--- src/hw/rtl/dcf_pkg.sv ---
// dcf_pkg: types, constants and register indexes for the DCF77 pulse decoder.
// Used by dcf_core, dcf_outbuf and dcf77_pulse_time_decoder; depends on nothing.
`default_nettype none

package dcf_pkg;

    localparam int TICK_W     = 16;
    localparam int COUNT_W    = 6;
    localparam int CAPTURE_W  = 32;
    localparam int MINUTE_W   = 7;
    localparam int HOUR_W     = 6;
    localparam int CFG_ADDR_W = 3;
    localparam int OUT_DATA_W = 24;

    localparam logic [TICK_W-1:0] GAP_RESET       = 16'd14000;
    localparam logic [TICK_W-1:0] ZERO_LOW_RESET  = 16'd7020;
    localparam logic [TICK_W-1:0] ZERO_HIGH_RESET = 16'd20280;
    localparam logic [TICK_W-1:0] ONE_LOW_RESET   = 16'd21840;
    localparam logic [TICK_W-1:0] ONE_HIGH_RESET  = 16'd35880;

    localparam logic [COUNT_W-1:0] CAPTURE_FIRST = 6'd15;
    localparam logic [COUNT_W-1:0] CAPTURE_END   = 6'd47;
    localparam logic [COUNT_W-1:0] CAPTURE_TOP   = 6'd46;
    localparam logic [COUNT_W-1:0] DECODE_COUNT  = 6'd50;
    localparam logic [COUNT_W-1:0] WRAP_COUNT    = 6'd58;

    localparam logic [MINUTE_W-1:0] LAST_MINUTE = 7'd59;
    localparam logic [HOUR_W-1:0]   LAST_HOUR   = 6'd23;

    typedef enum logic [CFG_ADDR_W-1:0] {
        CFG_GAP       = 3'd0,
        CFG_ZERO_LOW  = 3'd1,
        CFG_ZERO_HIGH = 3'd2,
        CFG_ONE_LOW   = 3'd3,
        CFG_ONE_HIGH  = 3'd4
    } cfg_addr_t;

    typedef enum logic [1:0] {
        CLS_NONE = 2'd0,
        CLS_ZERO = 2'd1,
        CLS_ONE  = 2'd2,
        CLS_GAP  = 2'd3
    } pulse_class_t;

    typedef struct packed {
        logic [TICK_W-1:0] gap_threshold;
        logic [TICK_W-1:0] zero_window_low;
        logic [TICK_W-1:0] zero_window_high;
        logic [TICK_W-1:0] one_window_low;
        logic [TICK_W-1:0] one_window_high;
    } dcf_cfg_t;

    // field order matches the result tdata, last member in the lowest bits
    typedef struct packed {
        logic [MINUTE_W-1:0] minute_value;
        logic [HOUR_W-1:0]   hour_value;
        logic                frame_error;
        logic                time_accepted;
        pulse_class_t        pulse_class;
    } dcf_res_t;

endpackage

`default_nettype wire

--- src/hw/rtl/dcf_core.sv ---
// dcf_core: decoder state and the single-pass update for one edge item.
// Depends on dcf_pkg.
`default_nettype none

module dcf_core (
    input  wire logic                          aclk,
    input  wire logic                          aresetn,
    input  wire logic                          item_push,
    input  wire logic                          new_level,
    input  wire logic [dcf_pkg::TICK_W-1:0]    phase_ticks,
    input  wire dcf_pkg::dcf_cfg_t             cfg,
    output dcf_pkg::dcf_res_t                  res
);

    logic                            synced_reg, synced_next;
    logic [dcf_pkg::COUNT_W-1:0]     count_reg, count_next;
    logic [dcf_pkg::CAPTURE_W-1:0]   capture_reg, capture_next;
    logic [dcf_pkg::MINUTE_W-1:0]    minute_now_reg, minute_now_next;
    logic [dcf_pkg::HOUR_W-1:0]      hour_now_reg, hour_now_next;
    logic [dcf_pkg::MINUTE_W-1:0]    minute_before_reg, minute_before_next;
    logic [dcf_pkg::HOUR_W-1:0]      hour_before_reg, hour_before_next;

    logic                            is_gap, in_zero, in_one, in_capture, consecutive;
    logic [dcf_pkg::COUNT_W-1:0]     count_inc, cap_pos;
    logic [dcf_pkg::MINUTE_W:0]      minute_inc;
    logic [dcf_pkg::HOUR_W:0]        hour_inc;
    logic [dcf_pkg::MINUTE_W-1:0]    dec_minute;
    logic [dcf_pkg::HOUR_W-1:0]      dec_hour;

    assign is_gap    = phase_ticks > cfg.gap_threshold;
    assign in_zero   = (cfg.zero_window_low < phase_ticks) && (phase_ticks < cfg.zero_window_high);
    assign in_one    = (cfg.one_window_low < phase_ticks) && (phase_ticks < cfg.one_window_high);
    assign count_inc = count_reg + 1'b1;
    assign in_capture = (count_reg >= dcf_pkg::CAPTURE_FIRST) && (count_reg < dcf_pkg::CAPTURE_END);
    // bit 15 lands in word bit 31, bit 46 in word bit 0
    assign cap_pos   = dcf_pkg::CAPTURE_TOP - count_reg;

    assign minute_inc = {1'b0, minute_before_reg} + 1'b1;
    assign hour_inc   = {1'b0, hour_before_reg} + 1'b1;

    always_comb begin
        consecutive = 1'b0;
        if (minute_inc == {1'b0, minute_now_reg} && hour_before_reg == hour_now_reg) begin
            consecutive = 1'b1;
        end
        if (minute_before_reg == dcf_pkg::LAST_MINUTE && minute_now_reg == '0) begin
            if (hour_inc == {1'b0, hour_now_reg}) begin
                consecutive = 1'b1;
            end
            if (hour_before_reg == dcf_pkg::LAST_HOUR && hour_now_reg == '0) begin
                consecutive = 1'b1;
            end
        end
    end

    // BCD weights; minute from word bits 25..19, hour from 17..12
    always_comb begin
        dec_minute = 7'(capture_next[25])
                   + (capture_next[24] ? 7'd2  : 7'd0)
                   + (capture_next[23] ? 7'd4  : 7'd0)
                   + (capture_next[22] ? 7'd8  : 7'd0)
                   + (capture_next[21] ? 7'd10 : 7'd0)
                   + (capture_next[20] ? 7'd20 : 7'd0)
                   + (capture_next[19] ? 7'd40 : 7'd0);
        dec_hour   = 6'(capture_next[17])
                   + (capture_next[16] ? 6'd2  : 6'd0)
                   + (capture_next[15] ? 6'd4  : 6'd0)
                   + (capture_next[14] ? 6'd8  : 6'd0)
                   + (capture_next[13] ? 6'd10 : 6'd0)
                   + (capture_next[12] ? 6'd20 : 6'd0);
    end

    always_comb begin
        synced_next        = synced_reg;
        count_next         = count_reg;
        capture_next       = capture_reg;
        minute_now_next    = minute_now_reg;
        hour_now_next      = hour_now_reg;
        minute_before_next = minute_before_reg;
        hour_before_next   = hour_before_reg;
        res.pulse_class    = dcf_pkg::CLS_NONE;
        res.time_accepted  = 1'b0;
        res.frame_error    = 1'b0;

        if (new_level) begin
            if (is_gap) begin
                synced_next        = 1'b1;
                count_next         = '0;
                capture_next       = '0;
                res.pulse_class    = dcf_pkg::CLS_GAP;
                res.time_accepted  = consecutive;
                res.frame_error    = !consecutive;
                minute_before_next = minute_now_reg;
                hour_before_next   = hour_now_reg;
            end
        end else begin
            if (synced_reg) begin
                if (in_zero) begin
                    count_next      = count_inc;
                    res.pulse_class = dcf_pkg::CLS_ZERO;
                end else if (in_one) begin
                    if (in_capture) begin
                        capture_next[cap_pos[4:0]] = 1'b1;
                    end
                    count_next      = count_inc;
                    res.pulse_class = dcf_pkg::CLS_ONE;
                end
                if (count_next == dcf_pkg::DECODE_COUNT) begin
                    minute_now_next = dec_minute;
                    hour_now_next   = dec_hour;
                end
            end
            if (count_next == dcf_pkg::WRAP_COUNT) begin
                count_next = '0;
            end
        end

        res.minute_value = minute_now_next;
        res.hour_value   = hour_now_next;
    end

    always_ff @(posedge aclk) begin
        if (!aresetn) begin
            synced_reg        <= 1'b0;
            count_reg         <= '0;
            capture_reg       <= '0;
            minute_now_reg    <= '0;
            hour_now_reg      <= '0;
            minute_before_reg <= '0;
            hour_before_reg   <= '0;
        end else if (item_push) begin
            synced_reg        <= synced_next;
            count_reg         <= count_next;
            capture_reg       <= capture_next;
            minute_now_reg    <= minute_now_next;
            hour_now_reg      <= hour_now_next;
            minute_before_reg <= minute_before_next;
            hour_before_reg   <= hour_before_next;
        end
    end

endmodule

`default_nettype wire

--- src/hw/rtl/dcf_outbuf.sv ---
// dcf_outbuf: two-entry result buffer (output register plus skid entry).
// Depends on dcf_pkg.
`default_nettype none

module dcf_outbuf (
    input  wire logic              aclk,
    input  wire logic              aresetn,
    input  wire logic              push,
    input  wire dcf_pkg::dcf_res_t din,
    output logic                   room,
    output logic                   out_valid,
    input  wire logic              out_ready,
    output dcf_pkg::dcf_res_t      dout
);

    logic              out_valid_reg, skid_valid_reg;
    dcf_pkg::dcf_res_t out_reg, skid_reg;
    logic              pop;

    assign pop       = out_valid_reg && out_ready;
    assign room      = !skid_valid_reg;
    assign out_valid = out_valid_reg;
    assign dout      = out_reg;

    always_ff @(posedge aclk) begin
        if (!aresetn) begin
            out_valid_reg  <= 1'b0;
            skid_valid_reg <= 1'b0;
        end else if (skid_valid_reg) begin
            if (pop) begin
                skid_valid_reg <= 1'b0;
            end
        end else if (push) begin
            if (pop || !out_valid_reg) begin
                out_valid_reg <= 1'b1;
            end else begin
                skid_valid_reg <= 1'b1;
            end
        end else if (pop) begin
            out_valid_reg <= 1'b0;
        end
    end

    // payload path, no reset
    always_ff @(posedge aclk) begin
        if (skid_valid_reg) begin
            if (pop) begin
                out_reg <= skid_reg;
            end
        end else if (push) begin
            if (pop || !out_valid_reg) begin
                out_reg <= din;
            end else begin
                skid_reg <= din;
            end
        end
    end

endmodule

`default_nettype wire

--- src/hw/rtl/dcf77_pulse_time_decoder.sv ---
// dcf77_pulse_time_decoder: top level of the DCF77 edge/pulse time decoder.
// Depends on dcf_pkg, dcf_core and dcf_outbuf.
//
//  channel  direction  handshake          payload
//  s_       in         s_tvalid/s_tready  s_tuser new_level, s_tdata phase_ticks
//  m_       out        m_tvalid/m_tready  m_tdata class, accepted, error, hour, minute
//  cfg_     in         cfg_wr_en          cfg_addr register index, cfg_wdata value
//
// One item per clock while s_tready is high: the state update is a single
// combinational pass from the accepted item and the current state into the result register.
// The result is registered in the output register, or in the skid entry when the output stalls.
// Reset (aresetn low, synchronous) clears state, flags and loads default windows.
// A stalled output holds in the output register; one further item goes to the
// skid entry, after which s_tready drops until the output drains.
`default_nettype none

module dcf77_pulse_time_decoder (
    input  wire logic                              aclk,
    input  wire logic                              aresetn,
    input  wire logic                              s_tvalid,
    output logic                                   s_tready,
    input  wire logic [dcf_pkg::TICK_W-1:0]        s_tdata,   // [15:0] phase_ticks
    input  wire logic                              s_tuser,   // [0] new_level
    output logic                                   m_tvalid,
    input  wire logic                              m_tready,
    // [1:0] pulse_class, [2] time_accepted, [3] frame_error,
    // [9:4] hour_value, [16:10] minute_value, [23:17] zero
    output logic [dcf_pkg::OUT_DATA_W-1:0]         m_tdata,
    input  wire logic                              cfg_wr_en,
    input  wire logic [dcf_pkg::CFG_ADDR_W-1:0]    cfg_addr,
    input  wire logic [dcf_pkg::TICK_W-1:0]        cfg_wdata
);

    dcf_pkg::dcf_cfg_t cfg_reg;
    dcf_pkg::dcf_res_t core_res, out_res;
    logic              item_push;

    assign item_push = s_tvalid && s_tready;

    // configuration registers; unused indexes are dropped
    always_ff @(posedge aclk) begin
        if (!aresetn) begin
            cfg_reg.gap_threshold    <= dcf_pkg::GAP_RESET;
            cfg_reg.zero_window_low  <= dcf_pkg::ZERO_LOW_RESET;
            cfg_reg.zero_window_high <= dcf_pkg::ZERO_HIGH_RESET;
            cfg_reg.one_window_low   <= dcf_pkg::ONE_LOW_RESET;
            cfg_reg.one_window_high  <= dcf_pkg::ONE_HIGH_RESET;
        end else if (cfg_wr_en) begin
            case (dcf_pkg::cfg_addr_t'(cfg_addr))
                dcf_pkg::CFG_GAP:       cfg_reg.gap_threshold    <= cfg_wdata;
                dcf_pkg::CFG_ZERO_LOW:  cfg_reg.zero_window_low  <= cfg_wdata;
                dcf_pkg::CFG_ZERO_HIGH: cfg_reg.zero_window_high <= cfg_wdata;
                dcf_pkg::CFG_ONE_LOW:   cfg_reg.one_window_low   <= cfg_wdata;
                dcf_pkg::CFG_ONE_HIGH:  cfg_reg.one_window_high  <= cfg_wdata;
                default: ;
            endcase
        end
    end

    dcf_core u_core (
        .aclk        (aclk),
        .aresetn     (aresetn),
        .item_push   (item_push),
        .new_level   (s_tuser),
        .phase_ticks (s_tdata),
        .cfg         (cfg_reg),
        .res         (core_res)
    );

    dcf_outbuf u_outbuf (
        .aclk      (aclk),
        .aresetn   (aresetn),
        .push      (item_push),
        .din       (core_res),
        .room      (s_tready),
        .out_valid (m_tvalid),
        .out_ready (m_tready),
        .dout      (out_res)
    );

    assign m_tdata = {7'd0, out_res};

    // every accepted item leaves a result pending on the next cycle
    assert property (@(posedge aclk) disable iff (!aresetn)
        item_push |=> m_tvalid)
        else $error("accepted item produced no pending result");

    // input stalls only when both buffer entries are full
    assert property (@(posedge aclk) disable iff (!aresetn)
        !s_tready |-> m_tvalid)
        else $error("input stalled with empty output");

    // accepted and frame error are exclusive, and only on a gap result
    assert property (@(posedge aclk) disable iff (!aresetn)
        m_tvalid |-> !(out_res.time_accepted && out_res.frame_error))
        else $error("time accepted and frame error both set");

    assert property (@(posedge aclk) disable iff (!aresetn)
        (m_tvalid && (out_res.time_accepted || out_res.frame_error))
            |-> out_res.pulse_class == dcf_pkg::CLS_GAP)
        else $error("frame verdict on a non-gap result");

endmodule

`default_nettype wire
--- config.mk ---
export PLATFORM = sky130hd
export DESIGN_NAME = dcf77_pulse_time_decoder
export DESIGN_NICKNAME = d
export VERILOG_FILES = /design/src/hw/rtl/dcf_pkg.sv /design/src/hw/rtl/dcf_core.sv /design/src/hw/rtl/dcf_outbuf.sv /design/src/hw/rtl/dcf77_pulse_time_decoder.sv
export SDC_FILE = /design/constraint.sdc
export NUM_CORES = 1
export LEC_CHECK = 0
export ABC_AREA = 1
export ABC_CLOCK_PERIOD_IN_PS = 3600
export BUFFER_PORTS_ARGS = -buffer_cell sky130_fd_sc_hd__buf_2
export CORE_UTILIZATION = 38
export DETAILED_ROUTE_END_ITERATION = 8
export HOLD_SLACK_MARGIN = 0.08
export SYNTH_ARGS = -nofsm -noshare
export SYNTH_HDL_FRONTEND = slang
export SYNTH_SLANG_ARGS = --single-unit
--- constraint.sdc ---
create_clock -name aclk -period 3.6 [get_ports aclk]
set_input_delay 0.36 -clock aclk [delete_from_list [all_inputs] [get_ports aclk]]
set_output_delay 0.36 -clock aclk [all_outputs]
set_load 0.01 [all_outputs]
==> results of run 1 <==
[timing repair]
action / in CTS / in global routing
resized for setup: 3 / 77
pin swaps: 0 / 30
setup endpoints to repair: 4 / 19
setup buffers: 0 / 3
[power by group]
group / leakage, µW / internal (µW) / total, µW / switching, µW
combinational: 0.00373 / 246 / 642 / 396
sequential: 0.00137 / 1940 / 1990 / 50.3
clock: 0.000307 / 1100 / 1940 / 844
[metal layers]
metal	GRT usage, %	wire, µm
met1	23.5	11000
met2	30.7	11100
met3	2.52	652
met4	5.02	315
met5	0	0
[per-stage QoR]
stage	util, %	hold WS [ns]
5_1_grt	47.0	0.235
4_1_cts	45.5	0.213
3_3_place_gp	42.9	0.447
6_report	47.0	0.223
3_5_place_dp	42.9	0.450
2_1_floorplan	-	0.429
[kinds of logic after synthesis]
family | count (synthesis) | share of synthesized area (%)
AND/OR/NAND/NOR | 558 | 27.0
adder cells (fa/ha/maj) | 94 | 12.5
XOR/XNOR | 20 | 1.82
flip-flops | 162 | 37.3
AO/OA/AOI/OAI | 211 | 12.3
buffers and inverters | 210 | 9.10
other | 1 | 0.0390
[cell type report]
class	count	area, µm²
sequential	162	3590
tap	324	405
timing repair buffer	121	777
multi-input combinational	890	5540
clock buffer	19	454
fill	2416	13000
inverter	160	601
clock inverter	13	161
[worst register-to-register path, stage by stage, from the launching register on]
cell                       delay [ns]
sky130_fd_sc_hd__dfxtp_1         0.31
sky130_fd_sc_hd__inv_1           0.05
sky130_fd_sc_hd__ha_1            0.28
sky130_fd_sc_hd__a21oi_1         0.13
sky130_fd_sc_hd__nor2_1          0.05
sky130_fd_sc_hd__nor3_1          0.15
sky130_fd_sc_hd__nand2_1         0.12
sky130_fd_sc_hd__nand2_2         0.13
sky130_fd_sc_hd__nand3_4         0.12
sky130_fd_sc_hd__nand2_4         0.10
sky130_fd_sc_hd__nor3_2          0.05
sky130_fd_sc_hd__a21o_1          0.18
sky130_fd_sc_hd__fa_1            0.58
sky130_fd_sc_hd__inv_2           0.05
sky130_fd_sc_hd__fa_2            0.54
sky130_fd_sc_hd__nand3b_1        0.15
sky130_fd_sc_hd__nand2_2         0.08
sky130_fd_sc_hd__nand2_2         0.06
sky130_fd_sc_hd__nand2_1         0.05
[cell usage in the layout (no fill, tap or decap), types with 15 or more instances in the layout]
master / n
sky130_fd_sc_hd__nand2_1: 286
sky130_fd_sc_hd__ha_4: 15
sky130_fd_sc_hd__clkbuf_16: 18
sky130_fd_sc_hd__inv_1: 142
sky130_fd_sc_hd__a21oi_1: 89
sky130_fd_sc_hd__dfxtp_1: 121
sky130_fd_sc_hd__inv_2: 17
sky130_fd_sc_hd__nor2_1: 115
sky130_fd_sc_hd__nand3_1: 50
sky130_fd_sc_hd__o211ai_1: 20
sky130_fd_sc_hd__ha_1: 75
sky130_fd_sc_hd__buf_4: 60
sky130_fd_sc_hd__buf_2: 59
sky130_fd_sc_hd__nand2_2: 22
sky130_fd_sc_hd__nand2_4: 15
sky130_fd_sc_hd__nor3_1: 18
sky130_fd_sc_hd__edfxtp_1: 34
sky130_fd_sc_hd__o21ai_0: 67
[worst min path at each step]
stage | start | endpoint | slack [ns] | cells after the start
2_1_floorplan | cfg_reg[16] | cfg_reg[16] | 0.43 | 2
3_3_place_gp | cfg_reg[65] | cfg_reg[65] | 0.45 | 2
3_5_place_dp | cfg_reg[59] | cfg_reg[59] | 0.45 | 2
4_1_cts | cfg_wdata[11] | cfg_reg[11] | 0.21 | 3
5_1_grt | cfg_wdata[10] | cfg_reg[10] | 0.23 | 3
6_report | cfg_wdata[11] | cfg_reg[59] | 0.22 | 3
==> impl_metrics.xml, run 1 <==
<?xml version="1.0" encoding="UTF-8"?>
<metrics>
  <group name="routing">
    <metric name="drtIter0Drc" unit="">371</metric>
    <metric name="drt_drc_violations_left" unit="">0</metric>
    <metric name="wl_per_cell" unit="µm">13.7</metric>
    <metric name="firstDrtPassIters" unit="">5</metric>
    <metric name="drt.antenna.violating_nets" unit="">0</metric>
    <metric name="finalWirelength" unit="mm">23.1</metric>
    <metric name="routed-via-count" unit="">8135</metric>
    <metric name="route.detailed.vias_per_inst" unit="">4.82</metric>
  </group>
  <group name="logic_synthesis">
    <metric name="synth_top_area_cell" unit="">sky130_fd_sc_hd__dfxtp_1</metric>
    <metric name="synth.top_cell.area_share" unit="%">26.6</metric>
    <metric name="synth_ff_type" unit="">sky130_fd_sc_hd__dfxtp_1</metric>
    <metric name="mappedNetlistArea" unit="mm²">0.00962</metric>
    <metric name="syn_inst" unit="">1256</metric>
    <metric name="synth_seq_cells" unit="">162</metric>
    <metric name="synth_sequential_area_ratio" unit="%">37.3</metric>
    <metric name="synth_most_common_cell" unit="">sky130_fd_sc_hd__nand2_1</metric>
    <metric name="post_synth_most_frequent_cells" unit="">sky130_fd_sc_hd__nand2_1, sky130_fd_sc_hd__inv_1, sky130_fd_sc_hd__dfxtp_1</metric>
    <metric name="synth.lib_cells_used.distinct" unit="">44</metric>
    <metric name="number_of_synthesized_flops_with_an_enable_pin" unit="">34</metric>
    <metric name="syn_avg_cell_area" unit="µm²">7.66</metric>
    <metric name="ffs_w_async_s_r_synth" unit="%">0</metric>
    <metric name="ys.warnings.count" unit="">0</metric>
    <metric name="ys_top_cells_by_area" unit="">sky130_fd_sc_hd__dfxtp_1, sky130_fd_sc_hd__ha_1, sky130_fd_sc_hd__nand2_1</metric>
  </group>
  <group name="floorplan">
    <metric name="die_h" unit="µm">161</metric>
    <metric name="design.die.area" unit="mm²">0.0259</metric>
    <metric name="placeableCoreArea" unit="mm²">0.0245</metric>
    <metric name="boundary_pin_count" unit="">67</metric>
    <metric name="effective_utilization_at_floorplan" unit="%">39.2</metric>
    <metric name="die_w" unit="µm">161</metric>
    <metric name="row_cnt" unit="">57</metric>
  </group>
  <group name="status">
    <metric name="outcome" unit="">completed</metric>
  </group>
  <group name="place">
    <metric name="finalWeightedCongestion" unit="">0.845</metric>
    <metric name="placed_cells_incl_taps" unit="">1654</metric>
    <metric name="io_buffer_count" unit="">59</metric>
    <metric name="place_hpwl" unit="mm">16.6</metric>
    <metric name="postPlaceCellArea" unit="mm²">0.0105</metric>
    <metric name="detailedPlace.worstSlack" unit="ns">-0.240</metric>
  </group>
  <group name="critical_path">
    <metric name="cp_slowest_cell" unit="">sky130_fd_sc_hd__fa_1</metric>
    <metric name="critical_path.reg2reg.startpoint" unit="">cfg_reg[37]</metric>
    <metric name="cp_max_fo" unit="">4</metric>
    <metric name="critPathTopFamily" unit="">adder cells</metric>
    <metric name="crit_path_start_kind" unit="">flip-flop</metric>
    <metric name="crit_required" unit="ns">3.78</metric>
    <metric name="worst_path_depth" unit="">18</metric>
    <metric name="crit_arrival" unit="ns">3.60</metric>
    <metric name="rr_endpoint" unit="">u_outbuf.dout[13]</metric>
    <metric name="regToRegSetupSlack" unit="ns">0.18</metric>
    <metric name="cp_num_buf_inv" unit="">2</metric>
    <metric name="critical_path_startpoint" unit="">cfg_reg[37]</metric>
    <metric name="critical_path_cell_by_cell" unit="">inv_1 &gt; ha_1 &gt; a21oi_1 &gt; nor2_1 &gt; nor3_1 &gt; nand2_1 &gt; nand2_2 &gt; nand3_4 &gt; nand2_4 &gt; nor3_2 &gt; a21o_1 &gt; fa_1 &gt; inv_2 &gt; fa_2 &gt; nand3b_1 &gt; nand2_2 &gt; nand2_2 &gt; nand2_1</metric>
    <metric name="worstSetupPathType" unit="">flip-flop to flip-flop</metric>
    <metric name="critical_path.endpoint_type" unit="">flip-flop</metric>
    <metric name="r2r_cells" unit="">18</metric>
    <metric name="worst_path_most_repeated_cell" unit="">sky130_fd_sc_hd__nand2_2</metric>
    <metric name="crit_path_end" unit="">u_outbuf.dout[13]</metric>
    <metric name="cpPeakStageDelay" unit="ns">0.58</metric>
  </group>
  <group name="finish">
    <metric name="area_growth_syn_to_fin" unit="%">19.9</metric>
    <metric name="fin_area" unit="mm²">0.0115</metric>
    <metric name="insertedDiodeCount" unit="">0</metric>
    <metric name="final_layout_size_suffix_gt1_share" unit="%">20.3</metric>
    <metric name="largest_register_ffs" unit="">80</metric>
    <metric name="layout.cells.non_filler" unit="">1689</metric>
    <metric name="layout.nets" unit="">1487</metric>
  </group>
  <group name="sta">
    <metric name="fin_skew" unit="ns">0.0171</metric>
    <metric name="report.final.slew_viol_count" unit="">0</metric>
    <metric name="worst_slack" unit="ns">0.180</metric>
    <metric name="final_min_period_over_clock_period" unit="%">95.0</metric>
    <metric name="setup_tns" unit="ns">0</metric>
    <metric name="timing.final.setup_violations" unit="">0</metric>
    <metric name="post_route_minimum_period" unit="ns">3.42</metric>
    <metric name="timing.max_slew.rel_slack" unit="%">22.8</metric>
    <metric name="finalHoldViolCount" unit="">0</metric>
    <metric name="worst-slew-pin-transition" unit="ns">1.16</metric>
    <metric name="max_freq" unit="MHz">292</metric>
  </group>
  <group name="global_route">
    <metric name="antenna_found_initial" unit="">0</metric>
    <metric name="grt_pass1_vias" unit="">7526</metric>
    <metric name="grt_usage" unit="%">17.9</metric>
    <metric name="grt-ovfl-total" unit="">0</metric>
    <metric name="grt_start_max_net_pins" unit="">91</metric>
    <metric name="grt_first_pass_wirelength" unit="mm">37.4</metric>
  </group>
  <group name="clock_tree">
    <metric name="clock_insertion_delay_worst_skew" unit="ns">0.43</metric>
    <metric name="cts_tree" unit="">done</metric>
    <metric name="clkTransAtPathRegs" unit="ns">0.07</metric>
    <metric name="cts_hold_repair.buffers" unit="">0</metric>
    <metric name="cts_htree_levels" unit="">4</metric>
    <metric name="numCtsBuffers" unit="">17</metric>
    <metric name="clk_root_buffer_cell" unit="">sky130_fd_sc_hd__clkbuf_16</metric>
    <metric name="ctsLongestPathBuffers" unit="">2</metric>
    <metric name="clkSinkCount" unit="">162</metric>
  </group>
  <group name="run">
    <metric name="cap_violations" unit="">0</metric>
  </group>
  <group name="pwr">
    <metric name="peak_supply_drop" unit="µV">252</metric>
    <metric name="cellPowerDensity" unit="mW/mm²">396</metric>
    <metric name="cellLeakagePower" unit="µW">0.00540</metric>
    <metric name="total_power" unit="µW">4570</metric>
  </group>
  <group name="hold_path">
    <metric name="min_path_type" unit="">primary input to flip-flop</metric>
  </group>
</metrics>
(Power assumes the default switching activity.)
==> inputs of run 2 (changes only) <==
--- a/config.mk
+++ b/config.mk
@@ -10,6 +10,7 @@
 export BUFFER_PORTS_ARGS = -buffer_cell sky130_fd_sc_hd__buf_2
 export CORE_UTILIZATION = 38
 export DETAILED_ROUTE_END_ITERATION = 8
+export GPL_TIMING_DRIVEN = 0
 export HOLD_SLACK_MARGIN = 0.08
 export SYNTH_ARGS = -nofsm -noshare
 export SYNTH_HDL_FRONTEND = slang
==> run 2 against run 1 <==
  * Final cell count is 0.53% higher
  * Critical path type unchanged
  * Clock skew is 0.0018 ns lower
  * Die area stayed put
  * Cell area is 1.1% higher
  * Via count is 2.8% higher
  * Largest power group unchanged
  * Worst setup slack worse by 0.083 ns
  * Worst hold slack worse by 0.013 ns
  * Maximum frequency is 2.4% lower
  * Sequential share of layout area is 0.32 points lower
  * Clock power is 8% lower
  * Global-route usage is 2.0 points higher
  * Sequential power hardly changed
==> impl_metrics.xml, run 2 (synthesis gave the netlist of run 1 again) <==
<?xml version="1.0" encoding="UTF-8"?>
<metrics>
  <group name="status">
    <metric name="outcome" unit="">completed</metric>
  </group>
  <group name="global_route">
    <metric name="antenna_found_initial" unit="">1</metric>
    <metric name="grt_start_max_net_pins" unit="">18</metric>
    <metric name="grt_pass1_vias" unit="">7810</metric>
    <metric name="grt-ovfl-total" unit="">0</metric>
    <metric name="grt_usage" unit="%">19.9</metric>
    <metric name="grt_first_pass_wirelength" unit="mm">40.4</metric>
  </group>
  <group name="critical_path">
    <metric name="worstSetupPathType" unit="">flip-flop to flip-flop</metric>
    <metric name="crit_arrival" unit="ns">3.70</metric>
    <metric name="critical_path.endpoint_type" unit="">flip-flop</metric>
    <metric name="crit_path_start_kind" unit="">flip-flop</metric>
    <metric name="cpPeakStageDelay" unit="ns">0.49</metric>
    <metric name="critical_path_cell_by_cell" unit="">inv_2 &gt; ha_1 &gt; nand2_1 &gt; nor2_1 &gt; nor3_1 &gt; nand2_1 &gt; nand2_2 &gt; nand3_4 &gt; nor2_4 &gt; nand2_4 &gt; nor2_4 &gt; inv_2 &gt; o21ai_4 &gt; fa_2 &gt; ha_4 &gt; nand2_2 &gt; nand2_2 &gt; a31oi_4 &gt; nand3b_1 &gt; nand2_2 &gt; nand3_4 &gt; nand2_4 &gt; nand2_2 &gt; nand2_1</metric>
    <metric name="cp_slowest_cell" unit="">sky130_fd_sc_hd__fa_2</metric>
    <metric name="cp_num_buf_inv" unit="">2</metric>
    <metric name="critPathTopFamily" unit="">simple AND/OR/NAND/NOR gates</metric>
    <metric name="cp_max_fo" unit="">4</metric>
    <metric name="worst_path_most_repeated_cell" unit="">sky130_fd_sc_hd__nand2_2</metric>
    <metric name="crit_required" unit="ns">3.80</metric>
  </group>
  <group name="clock_tree">
    <metric name="cts_hold_repair.buffers" unit="">0</metric>
    <metric name="clkSinkCount" unit="">162</metric>
    <metric name="clock_insertion_delay_worst_skew" unit="ns">0.44</metric>
    <metric name="numCtsBuffers" unit="">17</metric>
    <metric name="cts_tree" unit="">done</metric>
    <metric name="ctsLongestPathBuffers" unit="">2</metric>
    <metric name="clkTransAtPathRegs" unit="ns">0.07</metric>
    <metric name="clk_root_buffer_cell" unit="">sky130_fd_sc_hd__clkbuf_16</metric>
    <metric name="cts_htree_levels" unit="">4</metric>
  </group>
  <group name="routing">
    <metric name="route.detailed.vias_per_inst" unit="">4.93</metric>
    <metric name="top_layer_used" unit="">met4</metric>
    <metric name="wl_per_cell" unit="µm">14.8</metric>
    <metric name="met2_wirelength" unit="mm">11.7</metric>
    <metric name="routed-via-count" unit="">8365</metric>
    <metric name="finalWirelength" unit="mm">25.1</metric>
    <metric name="firstDrtPassIters" unit="">5</metric>
    <metric name="drt_drc_violations_left" unit="">0</metric>
    <metric name="m1WireLength" unit="mm">12.0</metric>
    <metric name="drt.antenna.violating_nets" unit="">0</metric>
    <metric name="drtIter0Drc" unit="">487</metric>
    <metric name="dr_wl_met3" unit="µm">963</metric>
  </group>
  <group name="finish">
    <metric name="largest_register_ffs" unit="">80</metric>
    <metric name="mostFrequentLayoutCells" unit="">sky130_fd_sc_hd__nand2_1, sky130_fd_sc_hd__inv_1, sky130_fd_sc_hd__dfxtp_1</metric>
    <metric name="layout.nets" unit="">1495</metric>
    <metric name="area_growth_syn_to_fin" unit="%">21.2</metric>
    <metric name="number_of_fill_cells_in_the_layout" unit="">2445</metric>
    <metric name="fin_area" unit="mm²">0.0117</metric>
    <metric name="final_layout_size_suffix_gt1_share" unit="%">20.3</metric>
    <metric name="layout.cells.most_common" unit="">sky130_fd_sc_hd__nand2_1</metric>
  </group>
  <group name="floorplan">
    <metric name="row_cnt" unit="">57</metric>
    <metric name="die_w" unit="µm">161</metric>
    <metric name="effective_utilization_at_floorplan" unit="%">39.2</metric>
    <metric name="design.die.area" unit="mm²">0.0259</metric>
    <metric name="boundary_pin_count" unit="">67</metric>
    <metric name="die_h" unit="µm">161</metric>
    <metric name="placeableCoreArea" unit="mm²">0.0245</metric>
  </group>
  <group name="sta">
    <metric name="final_min_period_over_clock_period" unit="%">97.3</metric>
    <metric name="worst-slew-pin-transition" unit="ns">1.12</metric>
    <metric name="finalHoldWorstSlack" unit="ns">0.210</metric>
    <metric name="rsz0062_at_grt" unit="">yes</metric>
    <metric name="post_route_minimum_period" unit="ns">3.50</metric>
    <metric name="timing.max_slew.rel_slack" unit="%">24.7</metric>
    <metric name="fin_skew" unit="ns">0.0153</metric>
    <metric name="timing.final.setup_violations" unit="">0</metric>
    <metric name="worst_slack" unit="ns">0.0972</metric>
    <metric name="finalHoldViolCount" unit="">0</metric>
    <metric name="max_freq" unit="MHz">285</metric>
    <metric name="report.final.slew_viol_count" unit="">0</metric>
  </group>
  <group name="pwr">
    <metric name="peak_supply_drop" unit="µV">243</metric>
    <metric name="cellPowerDensity" unit="mW/mm²">382</metric>
    <metric name="cellLeakagePower" unit="µW">0.00530</metric>
    <metric name="total_power" unit="µW">4450</metric>
  </group>
  <group name="place">
    <metric name="postPlaceCellArea" unit="mm²">0.0103</metric>
    <metric name="io_buffer_count" unit="">58</metric>
    <metric name="place_hpwl" unit="mm">18.6</metric>
    <metric name="detailedPlace.worstSlack" unit="ns">-0.781</metric>
    <metric name="finalWeightedCongestion" unit="">0.862</metric>
  </group>
  <group name="run">
    <metric name="cap_violations" unit="">0</metric>
  </group>
  <group name="hold_path">
    <metric name="min_path_type" unit="">primary input to flip-flop</metric>
  </group>
</metrics>
-- run 2: cell types whose count changed in the layout (fill, tap and decap cells not counted), moves of 4 or more --
cell	delta
sky130_fd_sc_hd__ha_1	-13
sky130_fd_sc_hd__buf_4	-34
sky130_fd_sc_hd__clkbuf_1	+27
sky130_fd_sc_hd__inv_2	+4
sky130_fd_sc_hd__buf_2	+4
sky130_fd_sc_hd__ha_4	+12
-- run 2: what timing repair did --
action | 4_1_cts | 5_1_grt
resized for setup | 28 | 88
setup buffers | 13 | 9
cloned | 0 | 0
setup endpoints to repair | 22 | 15
pin swaps | 19 | 35
-- run 2: metrics by stage --
step	cells	TNS [ns]	util, %
3_5_place_dp	1644	-9.75	42.1
3_3_place_gp	1644	-9.25	42.1
2_1_floorplan	1262	0	-
6_report	1698	0	47.5
5_1_grt	1697	-0.154	47.5
4_1_cts	1688	-0.00195	45.3
-- run 2: final cells by class --
type	count	area (µm²)	area share, %
well taps	324	405	3.48
flip-flops and latches	162	3590	30.8
clock buffers	17	425	3.65
inverters	160	601	5.15
plain buffers	49	284	2.44
repair buffers	80	467	4.01
multi-input cells	890	5730	49.2
diodes	1	2.50	0.0215
clock inverters	15	146	1.26
-- run 2: worst paths after layout --
kind | from | end | slack (ns) | cells past startpoint
max | cfg_reg[6] | u_outbuf.dout[15] | 0.1 | 24
min | m_tready | u_outbuf.out_valid | 0.21 | 4
max reg2reg | cfg_reg[6] | u_outbuf.dout[15] | 0.1 | 24
min reg2reg | cfg_reg[6] | cfg_reg[6] | 0.45 | 2
-- run 2: routing by layer --
| metal | track usage, % | vias up |
|---|---|---|
| met4 | 6.43 | 0 |
| met5 | 0 | - |
| met3 | 3.52 | 41 |
| met2 | 32.8 | 167 |
| met1 | 26.4 | 3857 |
| li1 | - | 4300 |
-- run 2: where the power goes --
part	switching, µW	internal, µW
Clock	869	920
Sequential	47.8	1940
Combinational	423	255
Total	1340	3110
-- run 2: worst min-delay path, cell delays in order --
cell,delay [ns]
sky130_fd_sc_hd__buf_2,0.09
sky130_fd_sc_hd__o21ai_0,0.07
sky130_fd_sc_hd__nand2_1,0.05
sky130_fd_sc_hd__inv_1,0.03
==> inputs of run 3 (changes only) <==
--- a/config.mk
+++ b/config.mk
@@ -6,7 +6,7 @@
 export NUM_CORES = 1
 export LEC_CHECK = 0
 export ABC_AREA = 1
-export ABC_CLOCK_PERIOD_IN_PS = 3600
+export ABC_CLOCK_PERIOD_IN_PS = 2900
 export BUFFER_PORTS_ARGS = -buffer_cell sky130_fd_sc_hd__buf_2
 export CORE_UTILIZATION = 38
 export DETAILED_ROUTE_END_ITERATION = 8
==> constraint.sdc (replaced) <==
create_clock -name aclk -period 2.9 [get_ports aclk]
set_input_delay 0.29 -clock aclk [delete_from_list [all_inputs] [get_ports aclk]]
set_output_delay 0.29 -clock aclk [all_outputs]
set_load 0.01 [all_outputs]
==> run 3 against run 2 <==
  * The flow now finishes with violations (negative setup slack)
  * Non-clock buffer count increased by 9
  * Critical path depth decreased by 1
  * Clock power increased by 35%
  * Register-to-register slack got worse by 0.80 ns
  * Highest routed layer unchanged
  * Total power increased by 29%
  * Maximum frequency decreased by 2.6%
  * Final cell count increased by 0.47%
  * First-iteration DRC count decreased by 0.62%
==> impl_metrics.xml, run 3 (synthesis gave the netlist of run 1 again) <==
<?xml version="1.0" encoding="UTF-8"?>
<metrics>
  <group name="floorplan">
    <metric name="effective_utilization_at_floorplan" unit="%">39.2</metric>
    <metric name="die_w" unit="µm">161</metric>
    <metric name="placeableCoreArea" unit="mm²">0.0245</metric>
    <metric name="row_cnt" unit="">57</metric>
    <metric name="design.die.area" unit="mm²">0.0259</metric>
    <metric name="die_h" unit="µm">161</metric>
    <metric name="boundary_pin_count" unit="">67</metric>
  </group>
  <group name="place">
    <metric name="io_buffer_count" unit="">58</metric>
    <metric name="finalWeightedCongestion" unit="">0.875</metric>
    <metric name="place_hpwl" unit="mm">19.6</metric>
    <metric name="detailedPlace.worstSlack" unit="ns">-1.13</metric>
    <metric name="placed_cells_incl_taps" unit="">1644</metric>
  </group>
  <group name="finish">
    <metric name="number_of_fill_cells_in_the_layout" unit="">2349</metric>
    <metric name="area_used_by_multi_input_combinational_logic" unit="mm²">0.00583</metric>
    <metric name="insertedDiodeCount" unit="">0</metric>
    <metric name="layout.cells.most_common" unit="">sky130_fd_sc_hd__nand2_1</metric>
    <metric name="seqCellArea" unit="mm²">0.00360</metric>
    <metric name="largest_register_ffs" unit="">80</metric>
    <metric name="mostFrequentLayoutCells" unit="">sky130_fd_sc_hd__nand2_1, sky130_fd_sc_hd__inv_1, sky130_fd_sc_hd__dfxtp_1</metric>
    <metric name="layout.cells.non_filler" unit="">1706</metric>
    <metric name="area_growth_syn_to_fin" unit="%">23.9</metric>
    <metric name="layout.nets" unit="">1504</metric>
    <metric name="final_layout_size_suffix_gt1_share" unit="%">22.6</metric>
  </group>
  <group name="clock_tree">
    <metric name="cts_tree" unit="">done</metric>
    <metric name="clock_insertion_delay_worst_skew" unit="ns">0.44</metric>
    <metric name="ctsLongestPathBuffers" unit="">2</metric>
    <metric name="clk_root_buffer_cell" unit="">sky130_fd_sc_hd__clkbuf_16</metric>
    <metric name="clkSinkCount" unit="">162</metric>
    <metric name="cts_htree_levels" unit="">4</metric>
    <metric name="numCtsBuffers" unit="">17</metric>
    <metric name="clkTransAtPathRegs" unit="ns">0.08</metric>
  </group>
  <group name="routing">
    <metric name="wl_per_cell" unit="µm">16.0</metric>
    <metric name="route.detailed.vias_per_inst" unit="">5.02</metric>
    <metric name="drtIter0Drc" unit="">484</metric>
    <metric name="drt.antenna.violating_nets" unit="">0</metric>
    <metric name="top_layer_used" unit="">met4</metric>
    <metric name="met2_wirelength" unit="mm">12.6</metric>
    <metric name="firstDrtPassIters" unit="">5</metric>
    <metric name="dr_wl_met3" unit="mm">1.08</metric>
    <metric name="drt_drc_violations_left" unit="">0</metric>
    <metric name="routed-via-count" unit="">8568</metric>
    <metric name="finalWirelength" unit="mm">27.4</metric>
    <metric name="m1WireLength" unit="mm">13.2</metric>
  </group>
  <group name="global_route">
    <metric name="grt_pass1_vias" unit="">8045</metric>
    <metric name="grt_start_max_net_pins" unit="">20</metric>
    <metric name="grt_usage" unit="%">21.3</metric>
    <metric name="grt-ovfl-total" unit="">0</metric>
    <metric name="antenna_found_initial" unit="">0</metric>
    <metric name="grt_first_pass_wirelength" unit="mm">42.8</metric>
  </group>
  <group name="sta">
    <metric name="rsz0062_at_grt" unit="">yes</metric>
    <metric name="worst-slew-pin-transition" unit="ns">1.31</metric>
    <metric name="timing.final.setup_violations" unit="">25</metric>
    <metric name="fin_skew" unit="ns">0.0184</metric>
    <metric name="report.final.slew_viol_count" unit="">0</metric>
    <metric name="post_route_minimum_period" unit="ns">3.60</metric>
    <metric name="final_min_period_over_clock_period" unit="%">124</metric>
    <metric name="worst_slack" unit="ns">-0.698</metric>
    <metric name="finalHoldViolCount" unit="">0</metric>
    <metric name="max_freq" unit="MHz">278</metric>
    <metric name="timing.max_slew.rel_slack" unit="%">12.1</metric>
  </group>
  <group name="pwr">
    <metric name="power.sequential.fraction" unit="%">42.7</metric>
    <metric name="power.share.switching" unit="%">30.6</metric>
    <metric name="switching_power_of_the_nets" unit="µW">1760</metric>
    <metric name="peak_supply_drop" unit="µV">337</metric>
    <metric name="cellLeakagePower" unit="µW">0.00537</metric>
    <metric name="cellPowerDensity" unit="mW/mm²">484</metric>
    <metric name="share_comb_of_total_power" unit="%">15.4</metric>
    <metric name="share_of_power_burned_in_the_clock_network" unit="%">41.8</metric>
    <metric name="p_int" unit="µW">4000</metric>
  </group>
  <group name="critical_path">
    <metric name="crit_path_start_kind" unit="">flip-flop</metric>
    <metric name="rr_endpoint" unit="">u_outbuf.dout[15]</metric>
    <metric name="crit_required" unit="ns">3.10</metric>
    <metric name="critical_path.reg2reg.startpoint" unit="">cfg_reg[31]</metric>
    <metric name="r2r_cells" unit="">23</metric>
    <metric name="critical_path_startpoint" unit="">cfg_reg[31]</metric>
    <metric name="crit_arrival" unit="ns">3.80</metric>
    <metric name="critical_path.endpoint_type" unit="">flip-flop</metric>
    <metric name="worstSetupPathType" unit="">flip-flop to flip-flop</metric>
    <metric name="cp_max_fo" unit="">4</metric>
    <metric name="regToRegSetupSlack" unit="ns">-0.70</metric>
  </group>
  <group name="hold_path">
    <metric name="min_path_type" unit="">primary input to flip-flop</metric>
    <metric name="holdPathStages" unit="">3</metric>
    <metric name="min_delay_worst_endpoint" unit="">cfg_reg[30]</metric>
    <metric name="min_from" unit="">cfg_wdata[14]</metric>
  </group>
  <group name="run">
    <metric name="cap_violations" unit="">0</metric>
  </group>
  <group name="status">
    <metric name="violated_checks" unit="">negative setup slack</metric>
    <metric name="outcome" unit="">finished, violations left</metric>
  </group>
</metrics>
-- run 3: timing repair --
action                                  CTS  global route
endpoints found under the setup margin   33            37
hold buffers                              0             0
resized for setup                        68            69
pin swaps                                41            50
setup buffers                            19            13
cloned                                    0             0
-- run 3: final cells by class --
| cell class | instances | share of cell area (%) |
|---|---|---|
| Multi-Input combinational cell | 890 | 48.9 |
| Sequential cell | 162 | 30.2 |
| Inverter | 160 | 5.07 |
| Timing Repair Buffer | 88 | 4.65 |
| Clock buffer | 17 | 3.57 |
| Tap cell | 324 | 3.40 |
| Buffer | 50 | 2.51 |
| Clock inverter | 15 | 1.68 |
-- run 3: power by group through the flow --
stage                     clock network (µW)  logic, µW  registers (µW)
after floorplan                            0        501            2510
after global placement                     0        751            2510
after detailed placement                   0        765            2510
after CTS                               2450        839            2460
after global routing                    2530        992            2470
final                                   2410        890            2460
-- run 3: how the worst max path moves through the flow --
stage / endpoint / depth (start not counted)
2_1_floorplan: u_outbuf.dout[15] / 24
3_3_place_gp: u_outbuf.dout[15] / 25
3_5_place_dp: u_outbuf.dout[15] / 25
4_1_cts: u_outbuf.dout[13] / 18
5_1_grt: u_outbuf.dout[15] / 26
6_report: u_outbuf.dout[15] / 23
-- run 3: worst max-delay path, stage by stage, from the launching register on --
cell                       delay (ns)
sky130_fd_sc_hd__dfxtp_2         0.34
sky130_fd_sc_hd__ha_4            0.24
sky130_fd_sc_hd__nand2_1         0.08
sky130_fd_sc_hd__nand3_1         0.10
sky130_fd_sc_hd__nor2_2          0.18
sky130_fd_sc_hd__nand3_4         0.10
sky130_fd_sc_hd__nor2_4          0.17
sky130_fd_sc_hd__nand3_4         0.10
sky130_fd_sc_hd__nor2_4          0.20
sky130_fd_sc_hd__nand2_8         0.08
sky130_fd_sc_hd__nor2_4          0.12
sky130_fd_sc_hd__inv_2           0.06
sky130_fd_sc_hd__o21ai_4         0.18
sky130_fd_sc_hd__fa_2            0.50
sky130_fd_sc_hd__ha_4            0.18
sky130_fd_sc_hd__nand2_2         0.05
sky130_fd_sc_hd__nand2_2         0.07
sky130_fd_sc_hd__a31oi_4         0.15
sky130_fd_sc_hd__nand3b_1        0.15
sky130_fd_sc_hd__nand2_2         0.08
sky130_fd_sc_hd__nand3_4         0.08
sky130_fd_sc_hd__nand2_4         0.06
sky130_fd_sc_hd__nand2_2         0.05
sky130_fd_sc_hd__nand2_1         0.04
-- run 3: stage by stage --
step           power (µW)  util (%)  hold slack, ns  instance area, µm²  TNS [ns]
6_report             5760      48.6           0.137               11900    -11.71
5_1_grt              6000      48.6           0.160               11900    -15.47
4_1_cts              5750      46.9           0.132               11500    -10.09
3_5_place_dp         3280      42.4           0.451               10400    -22.43
3_3_place_gp         3260      42.4           0.448               10400    -22.32
2_1_floorplan        3010         -           0.416                9710     -3.71
-- run 3: metal layers --
metal  vias up  GRT usage, %
met5         -             0
met4         0          5.62
met3        35          3.03
met2       190          35.1
met1      4016          29.2
li1       4327             -
